File: src/rtl/core/sdw_pkg.sv
// Shared types and constants for the sequence duplicate window block.
// No dependencies; imported by the top level.
package sdw_pkg;

  localparam int MAX_WINDOW = 1024;

  // field and register widths
  localparam int SEQ_W     = 32;
  localparam int SEQB_W    = 6;
  localparam int WSIZE_W   = 11;
  localparam int VERDICT_W = 3;
  localparam int CFG_IDX_W = 2;
  localparam int OUT_W     = 8;

  // bitmap ring, stored as words in a RAM
  localparam int PTR_W     = $clog2(MAX_WINDOW);
  localparam int WORD_W    = (MAX_WINDOW >= 64) ? 32 : MAX_WINDOW / 2;
  localparam int BIT_W     = $clog2(WORD_W);
  localparam int NUM_WORDS = MAX_WINDOW / WORD_W;
  localparam int WADDR_W   = PTR_W - BIT_W;
  localparam int CNT_W     = $clog2(NUM_WORDS + 2);
  localparam int WINC_W    = PTR_W + 1;

  // register reset values
  localparam logic [SEQB_W-1:0]  SEQ_BITS_RST    = SEQB_W'(16);
  localparam logic [WSIZE_W-1:0] WINDOW_SIZE_RST = WSIZE_W'(1024);
  localparam logic [SEQ_W-1:0]   PAST_LIMIT_RST  = SEQ_W'(32768);

  // clamp bounds of the sequence width
  localparam logic [SEQB_W-1:0] SEQ_BITS_MIN = SEQB_W'(8);
  localparam logic [SEQB_W-1:0] SEQ_BITS_MAX = SEQB_W'(32);

  typedef enum logic [CFG_IDX_W-1:0] {
    CFG_SEQ_BITS    = 2'd0,
    CFG_WINDOW_SIZE = 2'd1,
    CFG_PAST_LIMIT  = 2'd2
  } cfg_idx_e;

  typedef enum logic [VERDICT_W-1:0] {
    V_FIRST       = 3'd0,
    V_AHEAD       = 3'd1,
    V_LATE_NEW    = 3'd2,
    V_LATE_DUP    = 3'd3,
    V_TOO_OLD     = 3'd4,
    V_ANCIENT     = 3'd5,
    V_REPEAT_HIGH = 3'd6
  } verdict_e;

  typedef enum logic [2:0] {
    ST_IDLE,
    ST_DIFF,
    ST_CLASS,
    ST_SRD,
    ST_SWR,
    ST_TST,
    ST_PUSH
  } state_e;

endpackage

File: src/rtl/core/sdw_ram.sv
// Generic single-write, single-read RAM with registered read data.
// No dependencies.
module sdw_ram #(
  parameter int WIDTH = 32,
  parameter int DEPTH = 32
) (
  input  logic                     clk_i,
  input  logic                     we_i,
  input  logic [$clog2(DEPTH)-1:0] waddr_i,
  input  logic [WIDTH-1:0]         wdata_i,
  input  logic                     re_i,
  input  logic [$clog2(DEPTH)-1:0] raddr_i,
  output logic [WIDTH-1:0]         rdata_o
);

  logic [WIDTH-1:0] mem_q [DEPTH];
  logic [WIDTH-1:0] rdata_q;

  always_ff @(posedge clk_i) begin
    if (we_i) begin
      mem_q[waddr_i] <= wdata_i;
    end
    if (re_i) begin
      rdata_q <= mem_q[raddr_i];
    end
  end

  assign rdata_o = rdata_q;

endmodule

File: src/rtl/core/sequence_duplicate_window_top.sv
// An item is taken in ST_IDLE, then passes ST_DIFF and ST_CLASS; first, repeat, too-old and
// restart verdicts go straight to ST_PUSH, a late packet goes through ST_TST, and a forward
// slide walks ST_SRD and ST_SWR once per bitmap RAM word touched (about d/32 + 1, d = distance
// ahead). ST_PUSH loads the output register. One item at a time: no new input is taken until
// the result is in the output register, and ST_PUSH waits while that register is full.
// Reset clears control state and the per-word valid bits; no clearing pass. Uses sdw_pkg, sdw_ram.
module sequence_duplicate_window_top
  import sdw_pkg::*;
(
  input  logic                 clk_i,
  input  logic                 rst_ni,
  // configuration write port
  input  logic                 cfg_we_i,
  input  logic [CFG_IDX_W-1:0] cfg_idx_i,
  input  logic [SEQ_W-1:0]     cfg_wdata_i,
  // input stream
  input  logic                 s_axis_tvalid,
  output logic                 s_axis_tready,
  input  logic [SEQ_W-1:0]     s_axis_tdata,   // [31:0] seq
  // result stream
  output logic                 m_axis_tvalid,
  input  logic                 m_axis_tready,
  output logic [OUT_W-1:0]     m_axis_tdata    // [0] is_dup, [3:1] verdict, [7:4] zero
);

  // configuration
  logic [SEQB_W-1:0]  seq_bits_q;
  logic [WSIZE_W-1:0] window_size_q;
  logic [SEQ_W-1:0]   past_limit_q;

  // state
  state_e              state_q, state_d;
  logic                have_any_q;
  logic [SEQ_W-1:0]    highest_q;
  logic [PTR_W-1:0]    h_q;
  logic [NUM_WORDS-1:0] wvld_q;

  // per-item working registers
  logic [SEQ_W-1:0]    seq_q, mask_q, half_q, lim_q, d_q, b_q;
  logic [WINC_W-1:0]   win_q;
  logic                gt_q;
  logic [PTR_W-1:0]    start_q, hn_q, tpos_q;
  logic [WADDR_W-1:0]  wptr_q;
  logic [CNT_W-1:0]    cnt_q;
  logic                rd_vld_q;
  logic                res_dup_q;
  verdict_e            res_verdict_q;

  // output register
  logic                m_valid_q;
  logic                m_dup_q;
  verdict_e            m_verdict_q;

  // clamped configuration
  logic [SEQB_W-1:0]   bits_c;
  logic [SEQ_W-1:0]    mask_c, half_c, win32_c, lim_c;

  always_comb begin
    if (seq_bits_q < SEQ_BITS_MIN) begin
      bits_c = SEQ_BITS_MIN;
    end else if (seq_bits_q > SEQ_BITS_MAX) begin
      bits_c = SEQ_BITS_MAX;
    end else begin
      bits_c = seq_bits_q;
    end
    mask_c = {SEQ_W{1'b1}} >> (SEQ_BITS_MAX - bits_c);
    half_c = SEQ_W'(1) << (bits_c - SEQB_W'(1));
    win32_c = SEQ_W'(window_size_q);
    if (win32_c == '0) begin
      win32_c = SEQ_W'(1);
    end
    if (win32_c > SEQ_W'(MAX_WINDOW)) begin
      win32_c = SEQ_W'(MAX_WINDOW);
    end
    if (win32_c > half_c) begin
      win32_c = half_c;
    end
  end

  // past limit clamp uses the registered window and half range
  always_comb begin
    lim_c = past_limit_q;
    if (lim_c < SEQ_W'(win_q)) begin
      lim_c = SEQ_W'(win_q);
    end
    if (lim_c > half_q) begin
      lim_c = half_q;
    end
  end

  // classification of the item
  logic     ahead, cls_restart, cls_slide, cls_test;
  logic     cls_dup;
  verdict_e cls_verdict;

  always_comb begin
    ahead       = (d_q < half_q) || ((d_q == half_q) && gt_q);
    cls_restart = 1'b0;
    cls_slide   = 1'b0;
    cls_test    = 1'b0;
    cls_dup     = 1'b0;
    cls_verdict = V_FIRST;
    if (!have_any_q) begin
      cls_restart = 1'b1;
      cls_verdict = V_FIRST;
    end else if (d_q == '0) begin
      cls_dup     = 1'b1;
      cls_verdict = V_REPEAT_HIGH;
    end else if (ahead) begin
      cls_verdict = V_AHEAD;
      if (d_q < SEQ_W'(win_q)) begin
        cls_slide = 1'b1;
      end else begin
        cls_restart = 1'b1;
      end
    end else if (b_q < SEQ_W'(win_q)) begin
      cls_test = 1'b1;
    end else if (b_q < lim_q) begin
      cls_dup     = 1'b1;
      cls_verdict = V_TOO_OLD;
    end else begin
      cls_restart = 1'b1;
      cls_verdict = V_ANCIENT;
    end
  end

  // slide setup values
  logic [PTR_W-1:0]  start_c, hn_c, tpos_c;
  logic [PTR_W:0]    tot_c;
  logic [CNT_W-1:0]  cnt_c;

  always_comb begin
    start_c = h_q + PTR_W'(1);
    hn_c    = h_q + d_q[PTR_W-1:0];
    tpos_c  = h_q - b_q[PTR_W-1:0];
    tot_c   = (PTR_W+1)'(start_c[BIT_W-1:0]) + (PTR_W+1)'(d_q[PTR_W-1:0])
              - (PTR_W+1)'(1);
    cnt_c   = CNT_W'(tot_c >> BIT_W) + CNT_W'(1);
  end

  // RAM word handling
  logic [WORD_W-1:0] rdata, word_rd, clr_mask, set_mask, test_bit;
  logic              bit_seen;

  assign word_rd  = rd_vld_q ? rdata : '0;
  assign test_bit = WORD_W'(1) << tpos_q[BIT_W-1:0];
  assign bit_seen = |(word_rd & test_bit);

  always_comb begin
    logic [PTR_W-1:0] pos;
    logic [PTR_W-1:0] rel;
    for (int k = 0; k < WORD_W; k++) begin
      pos         = {wptr_q, BIT_W'(k)};
      rel         = pos - start_q;
      clr_mask[k] = rel < d_q[PTR_W-1:0];
      set_mask[k] = pos == hn_q;
    end
  end

  // next state
  always_comb begin
    state_d = state_q;
    unique case (state_q)
      ST_IDLE: begin
        if (s_axis_tvalid) begin
          state_d = ST_DIFF;
        end
      end
      ST_DIFF:  state_d = ST_CLASS;
      ST_CLASS: begin
        if (cls_slide) begin
          state_d = ST_SRD;
        end else if (cls_test) begin
          state_d = ST_TST;
        end else begin
          state_d = ST_PUSH;
        end
      end
      ST_SRD:   state_d = ST_SWR;
      ST_SWR: begin
        if (cnt_q == CNT_W'(1)) begin
          state_d = ST_PUSH;
        end else begin
          state_d = ST_SRD;
        end
      end
      ST_TST:   state_d = ST_PUSH;
      ST_PUSH: begin
        if (!m_valid_q || m_axis_tready) begin
          state_d = ST_IDLE;
        end
      end
      default:  state_d = ST_IDLE;
    endcase
  end

  // RAM and handshake controls
  logic               ram_we, ram_re;
  logic [WADDR_W-1:0] ram_waddr, ram_raddr;
  logic [WORD_W-1:0]  ram_wdata;

  always_comb begin
    s_axis_tready = 1'b0;
    ram_we        = 1'b0;
    ram_re        = 1'b0;
    ram_waddr     = wptr_q;
    ram_raddr     = wptr_q;
    ram_wdata     = '0;
    unique case (state_q)
      ST_IDLE:  s_axis_tready = 1'b1;
      ST_CLASS: begin
        if (cls_restart) begin
          ram_we    = 1'b1;
          ram_waddr = '0;
          ram_wdata = WORD_W'(1);
        end else if (cls_test) begin
          ram_re    = 1'b1;
          ram_raddr = tpos_c[PTR_W-1:BIT_W];
        end
      end
      ST_SRD:   ram_re = 1'b1;
      ST_SWR: begin
        ram_we    = 1'b1;
        ram_wdata = (word_rd & ~clr_mask) | set_mask;
      end
      ST_TST: begin
        ram_we    = !bit_seen;
        ram_waddr = tpos_q[PTR_W-1:BIT_W];
        ram_wdata = word_rd | test_bit;
      end
      default: ;
    endcase
  end

  sdw_ram #(
    .WIDTH(WORD_W),
    .DEPTH(NUM_WORDS)
  ) u_bitmap (
    .clk_i   (clk_i),
    .we_i    (ram_we),
    .waddr_i (ram_waddr),
    .wdata_i (ram_wdata),
    .re_i    (ram_re),
    .raddr_i (ram_raddr),
    .rdata_o (rdata)
  );

  // control registers
  always_ff @(posedge clk_i or negedge rst_ni) begin
    if (!rst_ni) begin
      state_q       <= ST_IDLE;
      seq_bits_q    <= SEQ_BITS_RST;
      window_size_q <= WINDOW_SIZE_RST;
      past_limit_q  <= PAST_LIMIT_RST;
      have_any_q    <= 1'b0;
      wvld_q        <= '0;
      cnt_q         <= '0;
      m_valid_q     <= 1'b0;
    end else begin
      state_q <= state_d;
      if (cfg_we_i) begin
        unique case (cfg_idx_e'(cfg_idx_i))
          CFG_SEQ_BITS: begin
            seq_bits_q <= cfg_wdata_i[SEQB_W-1:0];
            have_any_q <= 1'b0;
          end
          CFG_WINDOW_SIZE: begin
            window_size_q <= cfg_wdata_i[WSIZE_W-1:0];
            have_any_q    <= 1'b0;
          end
          CFG_PAST_LIMIT: begin
            past_limit_q <= cfg_wdata_i;
            have_any_q   <= 1'b0;
          end
          default: ;
        endcase
      end
      if (state_q == ST_CLASS && cls_restart) begin
        have_any_q <= 1'b1;
        wvld_q     <= NUM_WORDS'(1);
      end
      if (state_q == ST_CLASS) begin
        cnt_q <= cnt_c;
      end else if (state_q == ST_SWR) begin
        cnt_q <= cnt_q - CNT_W'(1);
      end
      if (ram_we && state_q != ST_CLASS) begin
        wvld_q[ram_waddr] <= 1'b1;
      end
      if (state_q == ST_PUSH && (!m_valid_q || m_axis_tready)) begin
        m_valid_q <= 1'b1;
      end else if (m_axis_tready) begin
        m_valid_q <= 1'b0;
      end
    end
  end

  // datapath registers
  always_ff @(posedge clk_i) begin
    unique case (state_q)
      ST_IDLE: begin
        if (s_axis_tvalid) begin
          seq_q  <= s_axis_tdata & mask_c;
          mask_q <= mask_c;
          half_q <= half_c;
          win_q  <= WINC_W'(win32_c);
        end
      end
      ST_DIFF: begin
        d_q   <= (seq_q - highest_q) & mask_q;
        b_q   <= (highest_q - seq_q) & mask_q;
        gt_q  <= seq_q > highest_q;
        lim_q <= lim_c;
      end
      ST_CLASS: begin
        res_dup_q     <= cls_dup;
        res_verdict_q <= cls_verdict;
        start_q       <= start_c;
        hn_q          <= hn_c;
        tpos_q        <= tpos_c;
        wptr_q        <= start_c[PTR_W-1:BIT_W];
        if (cls_restart) begin
          h_q       <= '0;
          highest_q <= seq_q;
        end
      end
      ST_SWR: begin
        wptr_q <= wptr_q + WADDR_W'(1);
        if (cnt_q == CNT_W'(1)) begin
          h_q       <= hn_q;
          highest_q <= seq_q;
        end
      end
      ST_TST: begin
        res_dup_q     <= bit_seen;
        res_verdict_q <= bit_seen ? V_LATE_DUP : V_LATE_NEW;
      end
      ST_PUSH: begin
        if (!m_valid_q || m_axis_tready) begin
          m_dup_q     <= res_dup_q;
          m_verdict_q <= res_verdict_q;
        end
      end
      default: ;
    endcase
    if (ram_re) begin
      rd_vld_q <= wvld_q[ram_raddr];
    end
  end

  assign m_axis_tvalid = m_valid_q;
  assign m_axis_tdata  = {(OUT_W - VERDICT_W - 1)'(0), m_verdict_q, m_dup_q};

  // a slide walk never runs with an empty word count
  a_walk_cnt: assert property (@(posedge clk_i) disable iff (!rst_ni)
    state_q == ST_SWR |-> cnt_q != '0)
    else $error("slide walk with zero word count");

  // restart leaves exactly the head word valid
  a_restart_vld: assert property (@(posedge clk_i) disable iff (!rst_ni)
    (state_q == ST_CLASS && cls_restart) |=> $onehot(wvld_q))
    else $error("restart did not leave a single valid word");

  // every finished item has established a window
  a_have_any: assert property (@(posedge clk_i) disable iff (!rst_ni)
    state_q == ST_PUSH |-> have_any_q)
    else $error("result without an established window");

  // duplicate flag agrees with the verdict
  a_dup_verdict: assert property (@(posedge clk_i) disable iff (!rst_ni)
    m_valid_q |-> (m_dup_q == (m_verdict_q == V_LATE_DUP || m_verdict_q == V_TOO_OLD
                               || m_verdict_q == V_REPEAT_HIGH)))
    else $error("is_dup inconsistent with verdict");

endmodule
File: config.mk
export PLATFORM = sky130hd
export DESIGN_NAME = sequence_duplicate_window_top
export DESIGN_NICKNAME = d
export VERILOG_FILES = /design/src/rtl/core/sdw_pkg.sv /design/src/rtl/core/sdw_ram.sv /design/src/rtl/core/sequence_duplicate_window_top.sv
export SDC_FILE = /design/constraint.sdc
export NUM_CORES = 2
export LEC_CHECK = 0
export BUFFER_PORTS_ARGS = -buffer_cell sky130_fd_sc_hd__buf_2
export CAP_MARGIN = 10
export CORE_ASPECT_RATIO = 1.2
export CORE_MARGIN = 4
export CORE_UTILIZATION = 42
export CTS_CLUSTER_SIZE = 8
export DETAILED_ROUTE_END_ITERATION = 10
export PLACE_DENSITY = 0.63
export SYNTH_ARGS = -nofsm -noshare
export SYNTH_HDL_FRONTEND = slang
export SYNTH_SLANG_ARGS = --single-unit
export TNS_END_PERCENT = 30
File: constraint.sdc
create_clock -name clk_i -period 10.9 [get_ports clk_i]
set_clock_uncertainty 0.05 [all_clocks]
set_input_delay 0.545 -clock clk_i [delete_from_list [all_inputs] [get_ports clk_i]]
set_output_delay 0.545 -clock clk_i [all_outputs]
set_load 0.01 [all_outputs]
* Word-level counts from Yosys, hierarchy flattened *
Memories as Yosys holds them, arrays and structs flattened. A register that Yosys moved wholly into a read port is not among the register bits.
Cells that the tools add are included.

storage, ports and cells
  register bits after elaboration = 382
  memory bits (writable) = 1024
  input bits = 71
  output and inout port bits = 10
  word-level logic and storage cells = 281
  memories kept = 1

cells by class
  add/sub/neg operators = 44
  $lt $le $gt $ge = 46
  equal/unequal tests = 47
  shift-type cells = 3
  mux-type cells = 76
  bitwise operators = 9
  reduce and logical (&&, ||, !) cells = 28

memory list
  memory          depth  bits a word  read ports  clocked after memory_dff  write ports  RTL line       source
  u_bitmap.mem_q  32     32           1           1                         1            sdw_ram.sv:16  logic [WIDTH-1:0] mem_q [DEPTH];

operator list
  operator                                                                number
  10-bit subtractor                                                       33
  10-bit equality test                                                    32
  10-bit < comparator                                                     32
  32-bit two-way mux                                                      7
  32-bit bitwise AND                                                      5
  32-bit > comparator                                                     3
  32-bit by 11-bit < comparator with 1-bit output                         3
  32-bit OR                                                               3
  32-bit one-hot mux with 3 select lines                                  1
  32-bit < comparator                                                     2
  32-bit one-hot mux with 2 select lines                                  1
  32-bit subtractor                                                       2
  1-bit two-way mux                                                       35
  11-bit two-way mux                                                      3
  32-bit equality test                                                    1
  32-bit by 11-bit > comparator with 1-bit output, second input constant  1
  32-bit logical NOT                                                      1
  32-bit inverter                                                         1
  32-bit OR reduction                                                     1
  1-bit by 5-bit << shifter with 32-bit output, first input constant      1
  1-bit by 6-bit << shifter with 32-bit output, first input constant      1
  32-bit by 6-bit >> shifter with 32-bit output, first input constant     1
  3-bit two-way mux                                                       8
  6-bit two-way mux                                                       4
  other kinds (41)                                                        71

* Logic depth before layout (Yosys ltp) *
  depth in word-level cells = 14
  mapped depth = 25

* By module *
A second synthesis with hierarchy kept.

second synthesis, totals
  cells, all modules = 5661
  area total of the unflattened synthesis = 73300.3 µm²

modules (own cells, without submodules)
  module                         times used  cells an instance  area an instance (µm²)
  sdw_ram                        1           2260               40812.9
  sequence_duplicate_window_top  1           3401               32487.4

* Least setup slack after synthesis *
OpenSTA, ideal clock, no wires.

  path type = flip-flop to flip-flop
  from = reg state_q[0]
  to = reg b_q[10], enable pin
  arrival = 7.260 ns
  required time = 10.182 ns
  slack = 2.922 ns
  stages on the path, launching flop included = 4
  cells stage by stage = dfrtp_1 > clkbuf_1 > inv_1 > nor3_1

between the ends
  word-level cells in the longest chain between the ends = 1

ends and longest elaborated chain
  what                                            RTL line                              source
  start: declaration                              sequence_duplicate_window_top.sv:32   state_e state_q, state_d;
  start signal: assignment                        sequence_duplicate_window_top.sv:260  state_q <= state_d;
  3-bit by 1-bit equality test with 1-bit output  sequence_duplicate_window_top.sv:300  unique case (state_q)
  end signal: assignment                          sequence_duplicate_window_top.sv:311  b_q <= (highest_q - seq_q) & mask_q;
  end: declaration                                sequence_duplicate_window_top.sv:39   logic [SEQ_W-1:0] seq_q, mask_q, half_q, lim_q, d_q, b_q;

No other way between the ends.
A chain may end at the register's enable or synchronous reset.

* Final worst setup path *
  from = reg d_q[7]
  to = reg u_bitmap.rdata_q[1] (netlist: u_bitmap.rdata_o[1]) (read register of u_bitmap.mem_q), data pin

between the ends
  word-level cells in the longest chain between the ends = 9
  elaborated cells on any way between the ends = 19
  classes of those cells = order compare: 2; eq/ne: 1; mux: 13; reduce/logical: 3

ends and longest elaborated chain
  what                                                         RTL line                              source
  start: declaration                                           sequence_duplicate_window_top.sv:39
  start signal: assignment                                     sequence_duplicate_window_top.sv:310  d_q <= (seq_q - highest_q) & mask_q;
  branches (longest 9 deep; another with 32-bit < comparator)  n/a
  end: declaration                                             sdw_ram.sv:17                         logic [WIDTH-1:0] rdata_q;

Parallel ways; which one is timed is not known.

==> flow_metrics.py <==
metrics = {
    "critical_path": {
        "crit_slowest_cell": "buf_4",
        "cpPeakStageDelay_ns": 0.85,
        "crit_fanout": 79,
        "critPathKind": "reg -> reg",
        "path_cells": "inv_1 -> buf_4 -> ha_1 -> nand3b_1 -> nor4_1 -> a31oi_1 -> nand2_1 -> nor2_1 -> nand3_4 -> buf_4 -> and2_4 -> buf_4 -> nand2_1 -> a32oi_1 -> a21oi_1 -> nor3_1",
        "reg2reg_depth": 16,
        "r2r-start": "d_q[7]",
        "startpoint_type": "flip-flop",
        "r2r-end": "u_bitmap.rdata_o[1]",
        "critPathRequiredTime_ns": 11.49,
        "crit_path_frequent_cell": "buf_4",
        "ff2ff_setup_slack_ns": 4.70,
        "arrival_ns": 6.79,
        "endpoint_kind": "flip-flop",
    },
    "synthesis": {
        "netlist_top_cells_area": "edfxtp_1, ha_1, dfrtp_1",
        "yosysMostFrequentCell": "edfxtp_1",
        "synth-edff-count": 1344,
        "syn_inst": 6128,
        "yosys.area.top_type_share_pct": 54.59,
        "avgSynthCellArea_sq_um": 12.06,
        "async_reset_ff_share_pct": 6.407,
        "ys_types": 86,
        "yosys.area.top_type": "edfxtp_1",
        "yosysWarningCount": 0,
        "synth_common_cells": "edfxtp_1, nand2_1, ha_1, a21oi_1, inv_1",
        "ys_seq_area_share_pct": 57.71,
        "ys_ff_latch": 1436,
        "synth_flop_cell": "edfxtp_1",
        "synth_area_sq_mm": 0.07393,
    },
    "die": {
        "start_util_pct": 42.27,
        "die_w_microns": 391.0,
        "dieArea_sq_mm": 0.1828,
        "core_area_sq_mm": 0.1749,
        "io_pins": 81,
        "placementRows": 168,
        "dieHeight_microns": 467.6,
    },
    "hold_path": {
        "hold-path-cell-count": 3,
        "min_path_type": "in -> reg",
        "hold_start": "m_axis_tready",
        "holdPathEnd": "m_axis_tvalid",
    },
    "timing": {
        "finalHoldViolCount": 0,
        "setup_viol": 0,
        "worstMarginPinSlew_ns": 1.235,
        "tns_ns": 0,
        "grt_setup_unrepaired": "false",
        "max_freq_ghz": 0.1613,
        "drv_slew": 0,
        "post-route-period-util_pct": 56.88,
        "finalCriticalPeriod_ns": 6.200,
        "relSlewSlack_pct": 17.03,
    },
    "final_layout": {
        "fill_cells": 15369,
        "final_cells": 8617,
        "final_area_sq_mm": 0.08334,
        "area_growth_pct": 12.74,
        "layout.nets": 6806,
        "fin_util_pct": 47.66,
        "seqCellArea_sq_mm": 0.04266,
        "multiInputGateArea_sq_mm": 0.02912,
        "layout-drive-gt1-share_pct": 10.50,
    },
    "clock_network": {
        "cts_setup_buffers": 0,
        "cts_num_sinks": 1436,
        "cts_tree": "built",
        "cts_buffer_depth": 3,
        "clk-insertion-delay-late_ns": 0.84,
        "clk_pin_slew_worst_paths_ns": 0.06,
        "root_buffer": "clkbuf_16",
        "htreeDepth": 4,
        "numCtsBuffers": 197,
    },
    "route": {
        "drt_iter0_drc": 5319,
        "dr.pass1.iters": 6,
        "drc_errors": 0,
        "vias_per_cell": 5.945,
        "vias": 51232,
        "ant_nets": 0,
        "totalWireLength_mm": 222.1,
        "routedWlPerCell_microns": 25.78,
    },
    "global_routing": {
        "overflow": 0,
        "grt_max_degree": 157,
        "antenna_found_initial": 2,
        "grt_pass1_vias": 51055,
        "grt_pass1_wl_mm": 326.0,
        "grt_usage_pct": 23.77,
    },
    "status": {
        "outcome": "complete, no violations",
    },
    "placed_design": {
        "dpl_cell_area_sq_mm": 0.07711,
        "gp_congestion": 0.9171,
        "numPortBuffers": 76,
        "place_inst": 8271,
        "dp_hpwl_mm": 137.2,
    },
    "pwr": {
        "powerDensity_mw_per_mm2": 145.6,
        "peakVddDrop_mv": 0.1456,
        "power.leakage_nw": 31.45,
        "p_total_mw": 12.14,
    },
    "run": {
        "drv_cap": 0,
    },
}
-- sequential cells by signal, indices dropped and copies added, names as in the netlist, 9 cells and up --
register and cells:
highest_q 32, mask_q 32, window_size_q 11, u_bitmap.mem_q 1024
tpos_q 9, hn_q 10, lim_q 32, seq_q 32
start_q 10, half_q 32, win_q 11, wvld_q 32
h_q 10, b_q 31, d_q 32, past_limit_q 32
u_bitmap.rdata_o 32
-- cell families (layout without fill, tap and decap cells) --
family / count (synthesis) / in the layout / synth area share, %
AND/OR/NAND/NOR: 1716 / 1716 / 11.81
multiplexers: 209 / 209 / 3.013
buffers and inverters: 644 / 834 / 3.541
XOR/XNOR: 258 / 258 / 3.057
AO/OA/AOI/OAI: 1370 / 1370 / 12.45
adder cells (fa/ha/maj): 493 / 493 / 8.405
flip-flops: 1436 / 1436 / 57.71
other: 2 / 6 / 0.01016
-- report_power, final --
part           internal, mW  total, mW  switching, mW
logic                 0.209      0.497          0.287
clock network          3.28       5.55           2.27
registers              6.02       6.08         0.0605
total                  9.52       12.1           2.62
-- cells in the final DEF (no fill, tap or decap), types with 88 or more instances in the layout --
cell type and count:
edfxtp_1 1344, nand2_1 562, ha_1 484, a21oi_1 349
inv_1 277, and3_1 269, a211oi_1 262, o21ai_0 234
nand3_1 219, clkbuf_16 197, xnor2_1 169, a21o_1 160
buf_4 129, nor2_1 126, mux2_2 104, mux2i_1 103
dfrtp_1 89, xor2_1 88
-- stage by stage --
stage / hold WS, ns / setup WS [ns]
6_report: 0.1092 / 4.700
5_1_grt: 0.08964 / 4.374
4_1_cts: 0.02938 / 4.682
3_5_place_dp: 0.3545 / 4.672
3_3_place_gp: 0.3837 / 4.757
2_1_floorplan: 0.1994 / 2.922
-- final cells by class --
class	instances	area share [%]
Sequential cell	1436	51.19
Multi-Input combinational cell	4051	34.94
Clock buffer	264	6.229
Tap cell	2295	3.445
Timing Repair Buffer	274	2.501
Inverter	282	1.270
Clock inverter	14	0.4173
Antenna cell	1	0.003003
-- per-layer routing --
metal	global-route usage, %	share of wire [%]	vias up
met5	0	0	-
met4	12.02	5.6	0
met3	3.514	6.6	617
met2	40.90	49	2151
met1	29.14	39	25312
li1	-	-	23152
-- repair_timing --
action                    in CTS  in global routing
hold buffers                  65                  0
gates resized for setup        0                  0
hold endpoints to repair     102                  0
-- how the worst max path moves through the flow --
stage | startpoint | end | slack [ns] | depth (start not counted)
4_1_cts | d_q[7] | u_bitmap.rdata_o[1] | 4.68 | 16
3_3_place_gp | d_q[8] | u_bitmap.rdata_o[1] | 4.76 | 16
5_1_grt | d_q[8] | u_bitmap.rdata_o[13] | 4.37 | 16
6_report | d_q[7] | u_bitmap.rdata_o[1] | 4.70 | 16
3_5_place_dp | d_q[6] | u_bitmap.rdata_o[1] | 4.67 | 16
2_1_floorplan | state_q[0] | b_q[10] | 2.92 | 3
-- critical path, delay by kind of cell (launching register included) --
| kind | cells | cell delay, ns |
|---|---|---|
| fa+ha+maj | 1 | 0.24 |
| flops | 1 | 0.47 |
| simple gates | 8 | 2.63 |
| buf+inv | 4 | 1.78 |
| compound gates | 3 | 0.73 |
Power figures use the tool's default switching activity.
